[src/stt_pkg.sv]
`default_nettype none

package stt_pkg;

  localparam int FIELD_W       = 20;
  localparam int KIND_W        = 5;
  localparam int LINE_W        = 20;
  localparam int POS_BITS_DEF  = 20;
  localparam int NEST_BITS_DEF = 8;
  localparam int QUEUE_DEPTH   = 4;

  localparam logic [KIND_W-1:0] KIND_IDENT  = 5'd0;
  localparam logic [KIND_W-1:0] KIND_NUMBER = 5'd1;
  localparam logic [KIND_W-1:0] KIND_STRING = 5'd2;
  localparam logic [KIND_W-1:0] KIND_CHAR   = 5'd3;
  localparam logic [KIND_W-1:0] KIND_MINUS  = 5'd9;

  localparam logic [7:0] CH_MINUS  = 8'h2D;
  localparam logic [7:0] CH_BAR    = 8'h7C;
  localparam logic [7:0] CH_DQUOTE = 8'h22;
  localparam logic [7:0] CH_SQUOTE = 8'h27;
  localparam logic [7:0] CH_NL     = 8'h0A;
  localparam logic [7:0] CH_UNDER  = 8'h5F;
  localparam logic [7:0] CH_TAB    = 8'h09;
  localparam logic [7:0] CH_CR     = 8'h0D;
  localparam logic [7:0] CH_SPACE  = 8'h20;

  typedef struct packed {
    logic [KIND_W-1:0]  kind;
    logic [FIELD_W-1:0] start;
    logic [FIELD_W-1:0] length;
    logic [LINE_W-1:0]  line;
    logic               last;
  } token_t;

  // {hit, kind} for the single-character punctuation tokens
  function automatic logic [KIND_W:0] punct_lookup(input logic [7:0] c);
    logic [KIND_W:0] r;
    begin
      case (c)
        8'h2C:   r = {1'b1, 5'd4};
        8'h2E:   r = {1'b1, 5'd5};
        8'h3B:   r = {1'b1, 5'd6};
        8'h3A:   r = {1'b1, 5'd7};
        8'h2B:   r = {1'b1, 5'd8};
        8'h2D:   r = {1'b1, 5'd9};
        8'h2A:   r = {1'b1, 5'd10};
        8'h2F:   r = {1'b1, 5'd11};
        8'h24:   r = {1'b1, 5'd12};
        8'h40:   r = {1'b1, 5'd13};
        8'h3D:   r = {1'b1, 5'd14};
        8'h28:   r = {1'b1, 5'd15};
        8'h29:   r = {1'b1, 5'd16};
        8'h7B:   r = {1'b1, 5'd17};
        8'h7D:   r = {1'b1, 5'd18};
        8'h5B:   r = {1'b1, 5'd19};
        8'h5D:   r = {1'b1, 5'd20};
        8'h3C:   r = {1'b1, 5'd21};
        8'h3E:   r = {1'b1, 5'd22};
        default: r = '0;
      endcase
      return r;
    end
  endfunction

  function automatic logic is_alpha(input logic [7:0] c);
    return (c == CH_UNDER) || (c >= 8'h61 && c <= 8'h7A) || (c >= 8'h41 && c <= 8'h5A);
  endfunction

  function automatic logic is_digit(input logic [7:0] c);
    return (c >= 8'h30) && (c <= 8'h39);
  endfunction

  function automatic logic is_space(input logic [7:0] c);
    return (c == CH_SPACE) || (c == CH_TAB) || (c == CH_NL) || (c == CH_CR);
  endfunction

endpackage

`default_nettype wire

[src/source_text_tokenizer_top.sv]
// Streaming source lexer: takes one source byte per beat and returns tokens (identifier,
// number, string, char with start offset and length, plus nineteen punctuation kinds)
// tagged with the current line. Every byte is decoded in the cycle it is accepted, so
// input runs at one byte per clock; a byte may close one token and open another, giving
// two output beats, and a four-entry result queue lets input continue while those drain.
// in_ready drops only when the queue cannot hold two more tokens. A byte with
// end_of_text set flushes any open token and returns the lexer to its reset state.
`default_nettype none

module source_text_tokenizer_top
  import stt_pkg::*;
#(
  parameter int POS_BITS  = POS_BITS_DEF,
  parameter int NEST_BITS = NEST_BITS_DEF
) (
  input  wire logic               clk,
  input  wire logic               rst,
  input  wire logic               in_valid,
  output logic                    in_ready,
  input  wire logic [7:0]         text_byte,
  input  wire logic               end_of_text,
  output logic                    out_valid,
  input  wire logic               out_ready,
  output logic [KIND_W-1:0]       token_kind,
  output logic [FIELD_W-1:0]      text_start,
  output logic [FIELD_W-1:0]      text_length,
  output logic [LINE_W-1:0]       line_number,
  output logic                    run_last
);

  localparam int WIDE_W = (POS_BITS > FIELD_W) ? POS_BITS : FIELD_W;

  localparam logic [1:0] MM_NONE = 2'd0;
  localparam logic [1:0] MM_Q    = 2'd1;
  localparam logic [1:0] MM_QQ   = 2'd2;
  localparam logic [1:0] MM_BAR  = 2'd3;

  typedef enum logic [3:0] {
    M_IDLE, M_IDENT, M_NUMBER, M_STRING, M_CHAR, M_MINUS,
    M_BAR, M_BARQ, M_LINE, M_BLOCK, M_BLOCK_BQ
  } mode_t;

  function automatic logic [FIELD_W-1:0] clip_pos(input logic [POS_BITS-1:0] v);
    logic [WIDE_W-1:0] w;
    begin
      w = WIDE_W'(v);
      return ((w >> FIELD_W) != '0) ? '1 : w[FIELD_W-1:0];
    end
  endfunction

  function automatic logic [POS_BITS-1:0] pos_inc(input logic [POS_BITS-1:0] v);
    return (v == '1) ? v : v + POS_BITS'(1);
  endfunction

  mode_t                mode, mode_next;
  logic [POS_BITS-1:0]  byte_position;
  logic [LINE_W-1:0]    line_count;
  logic [POS_BITS-1:0]  token_start, token_start_next;
  logic [NEST_BITS-1:0] comment_depth, comment_depth_next;
  logic [NEST_BITS-1:0] depth_dec;
  logic [1:0]           marker_match, marker_match_next;

  logic                 accept;
  logic [POS_BITS-1:0]  end_pos;
  logic                 line_inc;
  logic                 run_idle;
  logic [KIND_W:0]      punct;
  logic                 emit_a, emit_b, emit_c;
  logic [KIND_W-1:0]    kind_a, kind_c;
  logic [POS_BITS-1:0]  start_a, len_a, start_c, len_c;
  token_t               tok_a, tok_b, tok_c, tok_first, tok_second;
  logic [1:0]           n_tokens;
  logic [1:0]           push_count;
  logic                 room;
  token_t               head;

  assign accept  = in_valid && in_ready;
  assign end_pos = pos_inc(byte_position);
  assign punct   = punct_lookup(text_byte);

  always_comb begin
    mode_next          = mode;
    token_start_next   = token_start;
    comment_depth_next = comment_depth;
    marker_match_next  = marker_match;
    depth_dec          = (comment_depth != '0) ? comment_depth - NEST_BITS'(1) : comment_depth;
    line_inc           = 1'b0;
    run_idle           = 1'b0;
    emit_a             = 1'b0;
    emit_b             = 1'b0;
    emit_c             = 1'b0;
    kind_a             = KIND_IDENT;
    kind_c             = KIND_IDENT;
    start_a            = '0;
    len_a              = '0;
    start_c            = '0;
    len_c              = '0;

    case (mode)
      M_IDENT, M_NUMBER: begin
        if (!(is_digit(text_byte) || (mode == M_IDENT && is_alpha(text_byte)))) begin
          emit_a   = 1'b1;
          kind_a   = (mode == M_IDENT) ? KIND_IDENT : KIND_NUMBER;
          start_a  = token_start;
          len_a    = byte_position - token_start;
          run_idle = 1'b1;
        end
      end
      M_STRING: begin
        if (text_byte == CH_DQUOTE) begin
          emit_a    = 1'b1;
          kind_a    = KIND_STRING;
          start_a   = token_start;
          len_a     = byte_position - token_start;
          mode_next = M_IDLE;
        end
      end
      M_CHAR: begin
        if (text_byte == CH_SQUOTE) begin
          emit_a    = 1'b1;
          kind_a    = KIND_CHAR;
          start_a   = token_start;
          len_a     = byte_position - token_start;
          mode_next = M_IDLE;
        end
      end
      M_MINUS: begin
        if (text_byte == CH_MINUS) begin
          mode_next = M_LINE;
        end else begin
          emit_a   = 1'b1;
          kind_a   = KIND_MINUS;
          run_idle = 1'b1;
        end
      end
      M_BAR: begin
        if (text_byte == CH_DQUOTE) begin
          mode_next = M_BARQ;
        end else begin
          run_idle = 1'b1;
        end
      end
      M_BARQ: begin
        if (text_byte == CH_DQUOTE) begin
          mode_next          = M_BLOCK;
          comment_depth_next = NEST_BITS'(1);
          marker_match_next  = MM_Q;
        end else begin
          mode_next        = M_STRING;
          token_start_next = byte_position;
        end
      end
      M_LINE: begin
        if (text_byte == CH_NL) begin
          line_inc  = 1'b1;
          mode_next = M_IDLE;
        end
      end
      M_BLOCK_BQ: begin
        line_inc  = (text_byte == CH_NL);
        mode_next = M_BLOCK;
        if (text_byte == CH_DQUOTE) begin
          if (comment_depth != '1) begin
            comment_depth_next = comment_depth + NEST_BITS'(1);
          end
          marker_match_next = MM_Q;
        end else begin
          marker_match_next = (text_byte == CH_BAR) ? MM_BAR : MM_NONE;
        end
      end
      M_BLOCK: begin
        line_inc = (text_byte == CH_NL);
        if (text_byte == CH_BAR) begin
          marker_match_next = MM_BAR;
          if (marker_match == MM_QQ) begin
            comment_depth_next = depth_dec;
            if (depth_dec == '0) begin
              mode_next         = M_IDLE;
              marker_match_next = MM_NONE;
            end
          end
        end else if (text_byte == CH_DQUOTE) begin
          if (marker_match == MM_BAR) begin
            mode_next         = M_BLOCK_BQ;
            marker_match_next = MM_NONE;
          end else begin
            marker_match_next = (marker_match == MM_NONE) ? MM_Q : MM_QQ;
          end
        end else begin
          marker_match_next = MM_NONE;
        end
      end
      default: begin
        run_idle = 1'b1;
      end
    endcase

    if (run_idle) begin
      mode_next = M_IDLE;
      if (is_space(text_byte)) begin
        line_inc = (text_byte == CH_NL);
      end else if (text_byte == CH_MINUS) begin
        mode_next = M_MINUS;
      end else if (text_byte == CH_BAR) begin
        mode_next = M_BAR;
      end else if (is_alpha(text_byte)) begin
        mode_next        = M_IDENT;
        token_start_next = byte_position;
      end else if (is_digit(text_byte)) begin
        mode_next        = M_NUMBER;
        token_start_next = byte_position;
      end else if (text_byte == CH_DQUOTE) begin
        mode_next        = M_STRING;
        token_start_next = end_pos;
      end else if (text_byte == CH_SQUOTE) begin
        mode_next        = M_CHAR;
        token_start_next = end_pos;
      end else begin
        emit_b = punct[KIND_W];
      end
    end

    // last byte: flush whatever the byte left open
    if (end_of_text) begin
      case (mode_next)
        M_IDENT: begin
          emit_c = 1'b1;
          kind_c = KIND_IDENT;
        end
        M_NUMBER: begin
          emit_c = 1'b1;
          kind_c = KIND_NUMBER;
        end
        M_STRING: begin
          emit_c = 1'b1;
          kind_c = KIND_STRING;
        end
        M_CHAR: begin
          emit_c = 1'b1;
          kind_c = KIND_CHAR;
        end
        M_MINUS: begin
          emit_c = 1'b1;
          kind_c = KIND_MINUS;
        end
        M_BARQ: begin
          emit_c = 1'b1;
          kind_c = KIND_STRING;
        end
        default: begin
          emit_c = 1'b0;
        end
      endcase
      if (mode_next == M_IDENT || mode_next == M_NUMBER || mode_next == M_STRING ||
          mode_next == M_CHAR) begin
        start_c = token_start_next;
        len_c   = end_pos - token_start_next;
      end else if (mode_next == M_BARQ) begin
        start_c = end_pos;
      end
    end
  end

  always_comb begin
    tok_a = '{kind: kind_a, start: clip_pos(start_a), length: clip_pos(len_a),
              line: line_count, last: 1'b0};
    tok_b = '{kind: punct[KIND_W-1:0], start: '0, length: '0,
              line: line_count, last: 1'b0};
    tok_c = '{kind: kind_c, start: clip_pos(start_c), length: clip_pos(len_c),
              line: line_count, last: 1'b0};
    n_tokens   = 2'(emit_a) + 2'(emit_b) + 2'(emit_c);
    tok_first  = emit_a ? tok_a : (emit_b ? tok_b : tok_c);
    tok_second = emit_b ? tok_b : tok_c;
    tok_first.last  = (n_tokens == 2'd1);
    tok_second.last = 1'b1;
    push_count = accept ? n_tokens : 2'd0;
  end

  always_ff @(posedge clk) begin
    if (rst) begin
      mode          <= M_IDLE;
      byte_position <= '0;
      line_count    <= LINE_W'(1);
      token_start   <= '0;
      comment_depth <= '0;
      marker_match  <= MM_NONE;
    end else if (accept) begin
      if (end_of_text) begin
        mode          <= M_IDLE;
        byte_position <= '0;
        line_count    <= LINE_W'(1);
        token_start   <= '0;
        comment_depth <= '0;
        marker_match  <= MM_NONE;
      end else begin
        mode          <= mode_next;
        byte_position <= end_pos;
        token_start   <= token_start_next;
        comment_depth <= comment_depth_next;
        marker_match  <= marker_match_next;
        if (line_inc && line_count != '1) begin
          line_count <= line_count + LINE_W'(1);
        end
      end
    end
  end

  stt_queue u_queue (
    .clk         (clk),
    .rst         (rst),
    .push_count  (push_count),
    .push_first  (tok_first),
    .push_second (tok_second),
    .room        (room),
    .head        (head),
    .head_valid  (out_valid),
    .head_ready  (out_ready)
  );

  assign in_ready    = room;
  assign token_kind  = head.kind;
  assign text_start  = head.start;
  assign text_length = head.length;
  assign line_number = head.line;
  assign run_last    = head.last;

  a_depth_tracks_block: assert property (@(posedge clk) disable iff (rst)
    ((mode == M_BLOCK) || (mode == M_BLOCK_BQ)) == (comment_depth != '0))
    else $error("comment depth out of step with block comment mode");

  a_marker_only_in_block: assert property (@(posedge clk) disable iff (rst)
    (mode != M_BLOCK) |-> (marker_match == MM_NONE))
    else $error("marker progress held outside block comment");

  a_flush_resets: assert property (@(posedge clk) disable iff (rst)
    (accept && end_of_text) |=>
      (mode == M_IDLE && byte_position == '0 && line_count == LINE_W'(1)))
    else $error("last byte did not return lexer to reset state");

  a_position_advances: assert property (@(posedge clk) disable iff (rst)
    (accept && !end_of_text) |=>
      (byte_position != '0 && byte_position >= $past(byte_position)))
    else $error("byte position failed to advance");

endmodule

`default_nettype wire

[src/stt_queue.sv]
`default_nettype none

module stt_queue
  import stt_pkg::*;
(
  input  wire logic       clk,
  input  wire logic       rst,
  input  wire logic [1:0] push_count,
  input  wire token_t     push_first,
  input  wire token_t     push_second,
  output logic            room,
  output token_t          head,
  output logic            head_valid,
  input  wire logic       head_ready
);

  localparam int PTR_W = $clog2(QUEUE_DEPTH);
  localparam int CNT_W = $clog2(QUEUE_DEPTH + 1);

  token_t           slots [QUEUE_DEPTH];
  logic [PTR_W-1:0] rd_ptr;
  logic [PTR_W-1:0] wr_ptr;
  logic [CNT_W-1:0] count;
  logic             pop;

  assign pop        = head_valid && head_ready;
  assign head_valid = (count != '0);
  assign head       = slots[rd_ptr];
  assign room       = (count <= CNT_W'(QUEUE_DEPTH - 2));

  always_ff @(posedge clk) begin
    if (rst) begin
      rd_ptr <= '0;
      wr_ptr <= '0;
      count  <= '0;
    end else begin
      if (pop) begin
        rd_ptr <= rd_ptr + PTR_W'(1);
      end
      wr_ptr <= wr_ptr + PTR_W'(push_count);
      count  <= count + CNT_W'(push_count) - CNT_W'(pop);
    end
  end

  always_ff @(posedge clk) begin
    if (push_count != 2'd0) begin
      slots[wr_ptr] <= push_first;
    end
    if (push_count == 2'd2) begin
      slots[wr_ptr + PTR_W'(1)] <= push_second;
    end
  end

endmodule

`default_nettype wire

[config.mk]
export PLATFORM = sky130hd
export DESIGN_NAME = source_text_tokenizer_top
export DESIGN_NICKNAME = d
export VERILOG_FILES = /design/src/stt_pkg.sv /design/src/source_text_tokenizer_top.sv /design/src/stt_queue.sv
export SDC_FILE = /design/constraint.sdc
export NUM_CORES = 1
export LEC_CHECK = 0
export BUFFER_PORTS_ARGS = -buffer_cell sky130_fd_sc_hd__buf_2
export CORE_ASPECT_RATIO = 2
export CORE_MARGIN = 4
export CORE_UTILIZATION = 40
export CTS_BUF_LIST = sky130_fd_sc_hd__clkbuf_16
export CTS_CLUSTER_SIZE = 28
export DETAILED_ROUTE_END_ITERATION = 8
export PLACE_DENSITY = 0.54
export SYNTH_ARGS = -nofsm -noshare
export SYNTH_HDL_FRONTEND = slang
export SYNTH_SLANG_ARGS = --single-unit
[constraint.sdc]
create_clock -name clk -period 8.64 [get_ports clk]
set_input_delay 1.728 -clock clk [delete_from_list [all_inputs] [get_ports clk]]
set_output_delay 1.728 -clock clk [all_outputs]
set_load 0.01 [all_outputs]
==> results of run 1 <==
==> path summary, 6_finish.rpt <==
check              startpoint                   end  cells after the start
max reg2reg  comment_depth[0]  u_queue.slots[2][50]                     21
min           marker_match[0]       marker_match[0]                      2
min reg2reg   marker_match[0]       marker_match[0]                      2
max              text_byte[0]  u_queue.slots[0][40]                     20
==> per-layer routing <==
metal	GRT usage [%]	vias up	share of wire, %
li1	-	7341	-
met1	25.4	7997	35
met2	45.5	630	55
met3	2.46	186	4.5
met4	12.3	0	5.4
met5	0	-	0
==> worst reg2reg max path, cell delays in order (launching register included) <==
cell and delay [ns]:
dfxtp_1 0.41, inv_1 0.20, ha_1 0.25, or3b_2 0.53, or3_1 0.40, a22o_1 0.22
o211ai_1 0.38, o21ai_0 0.25, buf_4 0.23, o21ai_0 0.43, o21ai_0 0.17, nand2_1 0.10
o211ai_1 0.11, fa_1 0.46, nor2_1 0.21, inv_1 0.14, nor2_1 0.29, nand3_1 0.34
o21ai_0 0.35, nand2_2 0.14, buf_4 0.34, o221ai_1 0.31
==> per-stage QoR <==
step                      std cells  util (%)
final                          2612      44.8
after global routing           2612      44.8
after CTS                      2612      44.8
after detailed placement       2548      42.5
after global placement         2548      42.5
after floorplan                1903         -
==> power by group <==
group	switching, uW	leakage [uW]	internal [uW]
registers	76.8	0.00270	1850
logic	594	0.00373	431
clock network	676	0.000587	841
==> registers in the layout, indices dropped and copies added (netlist names), named ones only <==
name	cells
u_queue.rd_ptr	2
marker_match	2
u_queue.count	3
byte_position	20
line_count	20
u_queue.wr_ptr	2
mode	4
comment_depth	8
u_queue.slots	264
token_start	20
==> logic make-up (layout without fill, tap and decap cells) <==
group	after synthesis	count (layout)	synth area share (%)
muxes	80	80	8.14
adders and majority gates	53	53	3.44
buffers and inverters	207	267	4.27
DFF	347	347	47.4
AOI/OAI and AO/OA	499	499	17.6
xor gates and xnor gates	75	75	3.26
and+or+nand+nor	642	642	15.9
==> final cells by class <==
| cell class | instances | area [um^2] |
|---|---|---|
| fillers | 4736 | 27600 |
| multi-input cells | 1349 | 9780 |
| flip-flops and latches | 347 | 9560 |
| clock buffers | 37 | 926 |
| well taps | 649 | 812 |
| repair buffers | 126 | 796 |
| inverters | 77 | 289 |
| clock inverters | 27 | 191 |
==> synthesized netlist by cell type, types with 24 or more instances <==
library cell | number | share of area (%)
nand3_1 | 49 | 1.2
edfxtp_1 | 260 | 39
a21oi_1 | 90 | 2.2
o221ai_1 | 72 | 3.1
xor2_1 | 33 | 1.4
clkbuf_1 | 98 | 1.8
ha_1 | 49 | 3.0
nand2_1 | 177 | 3.3
and2_1 | 66 | 2.0
nand4_1 | 24 | 0.75
a22oi_1 | 30 | 1.1
nor2b_1 | 31 | 0.96
nor2_1 | 155 | 2.9
xnor2_1 | 42 | 1.8
o21ai_0 | 61 | 1.5
o22ai_1 | 98 | 3.0
mux4_2 | 66 | 7.4
inv_1 | 76 | 1.4
dfxtp_1 | 87 | 8.6
nor3_1 | 25 | 0.62
==> flow_metrics.py, run 1 <==
metrics = {
    "run": {
        "maxCapViolCount": 0,
    },
    "floorplan": {
        "die_height_um": 325,
        "initial_core_util_pct": 40.3,
        "core_um2": 49900,
        "die_w_um": 167,
        "num_io_pins": 81,
        "die_area_um2": 54200,
        "rows": 116,
    },
    "detailed_routing": {
        "dr.pass1.iters": 8,
        "drc": 0,
        "detail-route-antenna-nets": 0,
        "dr_total_vias": 16200,
        "drt_first_iter_violations": 1398,
        "wire_per_inst_um": 25.4,
        "drt-total-wl_um": 66300,
        "via_per_inst": 6.18,
    },
    "cells_and_area": {
        "areaGrowthSynthToFinish_pct": 10.9,
        "layout_commonest_cell": "edfxtp_1",
        "num_antenna_cells": 0,
        "fin_nets": 2002,
        "final_cell_mix": "edfxtp_1 (260), nand2_1 (173), nor2_1 (154)",
        "fin_area_um2": 22400,
        "drive_gt1_share_pct": 14.6,
    },
    "logic_synthesis": {
        "synth_edf_count": 260,
        "ys.flop_type": "edfxtp_1",
        "ys_seq_elements": 347,
        "syn_area_per_cell_um2": 10.6,
        "yosysSeqAreaShare_pct": 47.4,
        "ys_async_sr_fraction_pct": 0,
        "syn-cell-area_um2": 20100,
        "synth_cell_types": 91,
        "synth.yosys.warnings": 0,
        "synth_nets": 1969,
        "synth_cells": 1903,
    },
    "hold_path": {
        "hp-class": "reg -> reg",
    },
    "global_route": {
        "grt_pass1_wl_um": 100000,
        "grt-ovfl-total": 0,
        "grt_max_degree": 66,
        "grt_pass1_vias": 16400,
        "grt_antenna_before_repair": 0,
        "grtUsageTotal_pct": 23.8,
    },
    "sta": {
        "rsz0062_at_grt": "no",
        "worst_pin_slew_ns": 1.21,
        "clock_skew_ns": 0.0230,
        "period_share_pct": 83.8,
        "setup_viol_count_final": 0,
        "whs_ns": 0.481,
        "tns_ns": 0,
        "hold_viol_final": 0,
        "max_freq_mhz": 138,
        "relSlewSlack_pct": 18.9,
        "finalCriticalPeriod_ns": 7.24,
        "fin_ws_ns": 1.40,
        "maxSlewViolCount": 0,
    },
    "pwr": {
        "power.density_nw_per_um2": 200,
        "ir_drop_mv": 0.142,
        "p_leak_uw": 0.00702,
        "p_total_uw": 4470,
    },
    "run_status": {
        "status": "completed",
    },
    "worst_setup_path": {
        "worstSetupStartpointType": "input pin",
        "critical_path.endpoint_type": "flop",
        "crit_fanout": 24,
        "crit_chain": "buf_2, and2_1, o2111a_1, o31ai_1, a21oi_2, nand2_1, buf_4, nor2_1, buf_4, a221o_1, ha_1, a21o_1, a21o_1, a21oi_1, a32oi_1, a221o_1, a211o_1, o31ai_1, xnor2_1, o22ai_1",
        "cp.required_ns": 8.90,
        "r2r_slack_ns": 2.21,
        "max_stage_delay_ns": 1.01,
        "critPathArrivalTime_ns": 7.50,
        "crit_family": "compound AO/OA/AOI/OAI gates",
        "critPathBufInv": 3,
        "crit_slowest_cell": "o31ai_1",
        "critPathKind": "in -> reg",
    },
    "clock_tree": {
        "cts_hold_buf": 0,
        "clock_sinks": 347,
        "cts_resized": 0,
        "clk_path_buf_depth": 3,
        "clkLatencyLatePin_ns": 0.55,
        "cts_tree": "built",
        "root_buffer": "clkbuf_16",
        "numCtsBuffers": 35,
        "post_cts_buffers": 0,
        "path_clk_slew_ns": 0.06,
        "cts_max_level": 2,
    },
    "place": {
        "hpwl_um": 47400,
        "gp_congestion": 0.956,
        "dpl_cell_area_um2": 21200,
        "io_buffers": 80,
        "place_ws_ns": 0.942,
    },
}
No activity file was read; power rests on OpenSTA's default activity.
==> inputs of run 2 (changes only) <==
PLACE_DENSITY = 0.56   (was 0.54)
clock period = 6 ns   (was 8.64 ns; I/O delays follow)
==> run 2 against run 1 <==
First-iteration DRC count is 14% higher. Utilization is 2.9 points higher. Sequential power is 45% higher. Flip-flop and latch count stayed put. Combinational power is 54% higher. Worst setup slack worse by 1.2 ns. Cell count is 5.8% higher. Wire length is 5.3% higher. Count of clock-buffer cells in the layout is 1 lower. Critical endpoint is now u_queue.slots[3][40]. Largest power group unchanged.
==> flow_metrics.py, run 2 (synthesized netlist as in run 1, its figures left out) <==
metrics = {
    "worst_setup_path": {
        "max_stage_delay_ns": 0.74,
        "critPathArrivalTime_ns": 6.04,
        "crit_fanout": 11,
        "crit_chain": "buf_2, or4b_1, buf_4, nor2_1, buf_4, nor3_2, buf_4, mux2i_1, a32oi_1, inv_1, ha_1, nand3_1, nor2_1, o31ai_1, buf_4, a32oi_1, a221o_1, a211o_1, o31ai_2, xnor2_1, o22ai_1",
        "worst_r2r_endpoint": "u_queue.slots[3][40]",
        "worstSetupStartpointType": "input pin",
        "critPathKind": "in -> reg",
        "crit_top_cell": "buf_4",
        "critPathBufInv": 6,
        "crit_slowest_cell": "nor3_2",
        "crit_family": "compound AO/OA/AOI/OAI gates",
        "rr_worst_depth": 16,
        "cp.required_ns": 6.27,
        "timing.rr.start": "byte_position[1]",
        "r2r_slack_ns": 0.43,
        "critical_path.endpoint_type": "flop",
    },
    "cells_and_area": {
        "layout_commonest_cell": "edfxtp_1",
        "final_cell_mix": "edfxtp_1 (260), nand2_1 (173), buf_4 (171)",
        "fin_nets": 2153,
        "areaGrowthSynthToFinish_pct": 18.2,
        "final_cell_count_no_fill": 2763,
        "drive_gt1_share_pct": 21.1,
        "num_antenna_cells": 0,
        "largest_reg_flops": 264,
        "top_register": "u_queue.slots",
        "nFillCells": 4691,
    },
    "sta": {
        "rsz0062_at_grt": "no",
        "finalCriticalPeriod_ns": 5.77,
        "clock_skew_ns": 0.0293,
        "hold_viol_final": 0,
        "setup_viol_count_final": 0,
        "fin_ws_ns": 0.233,
        "maxSlewViolCount": 0,
        "relSlewSlack_pct": 23.9,
        "max_freq_mhz": 173,
        "period_share_pct": 96.1,
        "worst_pin_slew_ns": 1.14,
    },
    "place": {
        "gp_congestion": 1.00,
        "dp_cells": 2699,
        "place_ws_ns": -0.221,
        "io_buffers": 80,
        "hpwl_um": 52400,
    },
    "floorplan": {
        "core_um2": 49900,
        "num_io_pins": 81,
        "die_w_um": 167,
        "rows": 116,
        "die_height_um": 325,
        "die_area_um2": 54200,
        "initial_core_util_pct": 40.3,
    },
    "detailed_routing": {
        "dr.pass1.iters": 6,
        "drt-total-wl_um": 69800,
        "detail-route-antenna-nets": 0,
        "wire_per_inst_um": 25.3,
        "drt_first_iter_violations": 1599,
        "dr_total_vias": 16800,
        "via_per_inst": 6.07,
        "drc": 0,
    },
    "hold_path": {
        "whs_endpoint": "line_count[13]",
        "hold-path-cell-count": 2,
        "hp-start": "line_count[13]",
        "hp-class": "reg -> reg",
    },
    "clock_tree": {
        "clkLatencyLatePin_ns": 0.56,
        "cts_max_level": 2,
        "numCtsBuffers": 35,
        "cts_hold_buf": 0,
        "post_cts_buffers": 0,
        "clk_path_buf_depth": 3,
        "root_buffer": "clkbuf_16",
        "clock_sinks": 347,
        "cts_tree": "built",
        "path_clk_slew_ns": 0.07,
        "cts_resized": 0,
    },
    "global_route": {
        "grt-ovfl-total": 0,
        "grt_max_degree": 66,
        "grt_pass1_vias": 17000,
        "grtUsageTotal_pct": 25.1,
        "grt_pass1_wl_um": 105000,
        "grt_antenna_before_repair": 0,
    },
    "pwr": {
        "ir_drop_mv": 0.192,
        "p_leak_uw": 0.00782,
        "power.density_nw_per_um2": 277,
    },
    "run_status": {
        "status": "completed",
    },
    "run": {
        "maxCapViolCount": 0,
    },
}
## run 2: changes by cell type in the layout (fill, tap and decap cells not counted), moves of 3 or more
cell / previous run / this run
buf_12: 4 / 26
buf_4: 42 / 171
clkinv_1: 6 / 9
clkinvlp_4: 1 / 5
inv_1: 85 / 81
## run 2: worst max path at each step
| stage | end | slack, ns | cells after the start | startpoint |
|---|---|---|---|---|
| floorplan | u_queue.slots[0][40] | 0.01 | 19 | text_byte[4] |
| global placement | u_queue.slots[0][40] | -0.24 | 21 | text_byte[5] |
| detailed placement | u_queue.slots[3][40] | -0.22 | 21 | text_byte[5] |
| CTS | u_queue.slots[3][40] | 0.33 | 21 | text_byte[5] |
| global route | u_queue.slots[0][37] | 0.02 | 22 | text_byte[5] |
| finish | u_queue.slots[3][40] | 0.23 | 21 | text_byte[5] |
## run 2: layout make-up
class | count | area (um^2) | area share [%]
multi-input combinational | 1349 | 9830 | 41.3
inverter | 77 | 293 | 1.23
sequential | 347 | 9560 | 40.1
timing repair buffer | 277 | 2200 | 9.26
clock buffer | 36 | 901 | 3.78
clock inverter | 28 | 223 | 0.935
tap | 649 | 812 | 3.41
## run 2: per-stage QoR
| step | total power (uW) | hold slack [ns] | area (um^2) | setup TNS [ns] | utilization [%] |
|---|---|---|---|---|---|
| final | 6590 | 0.493 | 23800 | 0 | 47.7 |
| after global routing | 6870 | 0.523 | 23800 | 0 | 47.7 |
| after CTS | 6670 | 0.492 | 23800 | 0 | 47.7 |
| after detailed placement | 4450 | 0.477 | 22700 | -2.49 | 45.4 |
| after global placement | 4440 | 0.467 | 22700 | -2.56 | 45.4 |
| after floorplan | 3790 | 0.449 | 20200 | 0 | - |
## run 2: power breakdown
group / total [uW] / internal [uW] / switching, uW
Clock: 2210 / 1230 / 986
Sequential: 2790 / 2660 / 128
Combinational: 1590 / 719 / 871
## run 2: tightest hold or removal path: cells and delay by family (launching register included)
kind	cells	cell delay, ns
flops	1	0.32
compound gates	2	0.13
## run 2: metal layers
layer | wire (um) | GRT usage [%] | vias up
met5 | 0 | 0 | -
met4 | 4450 | 14.1 | 0
met3 | 3300 | 2.75 | 206
met2 | 38400 | 48.0 | 643
met1 | 23700 | 26.2 | 8271
li1 | - | - | 7649
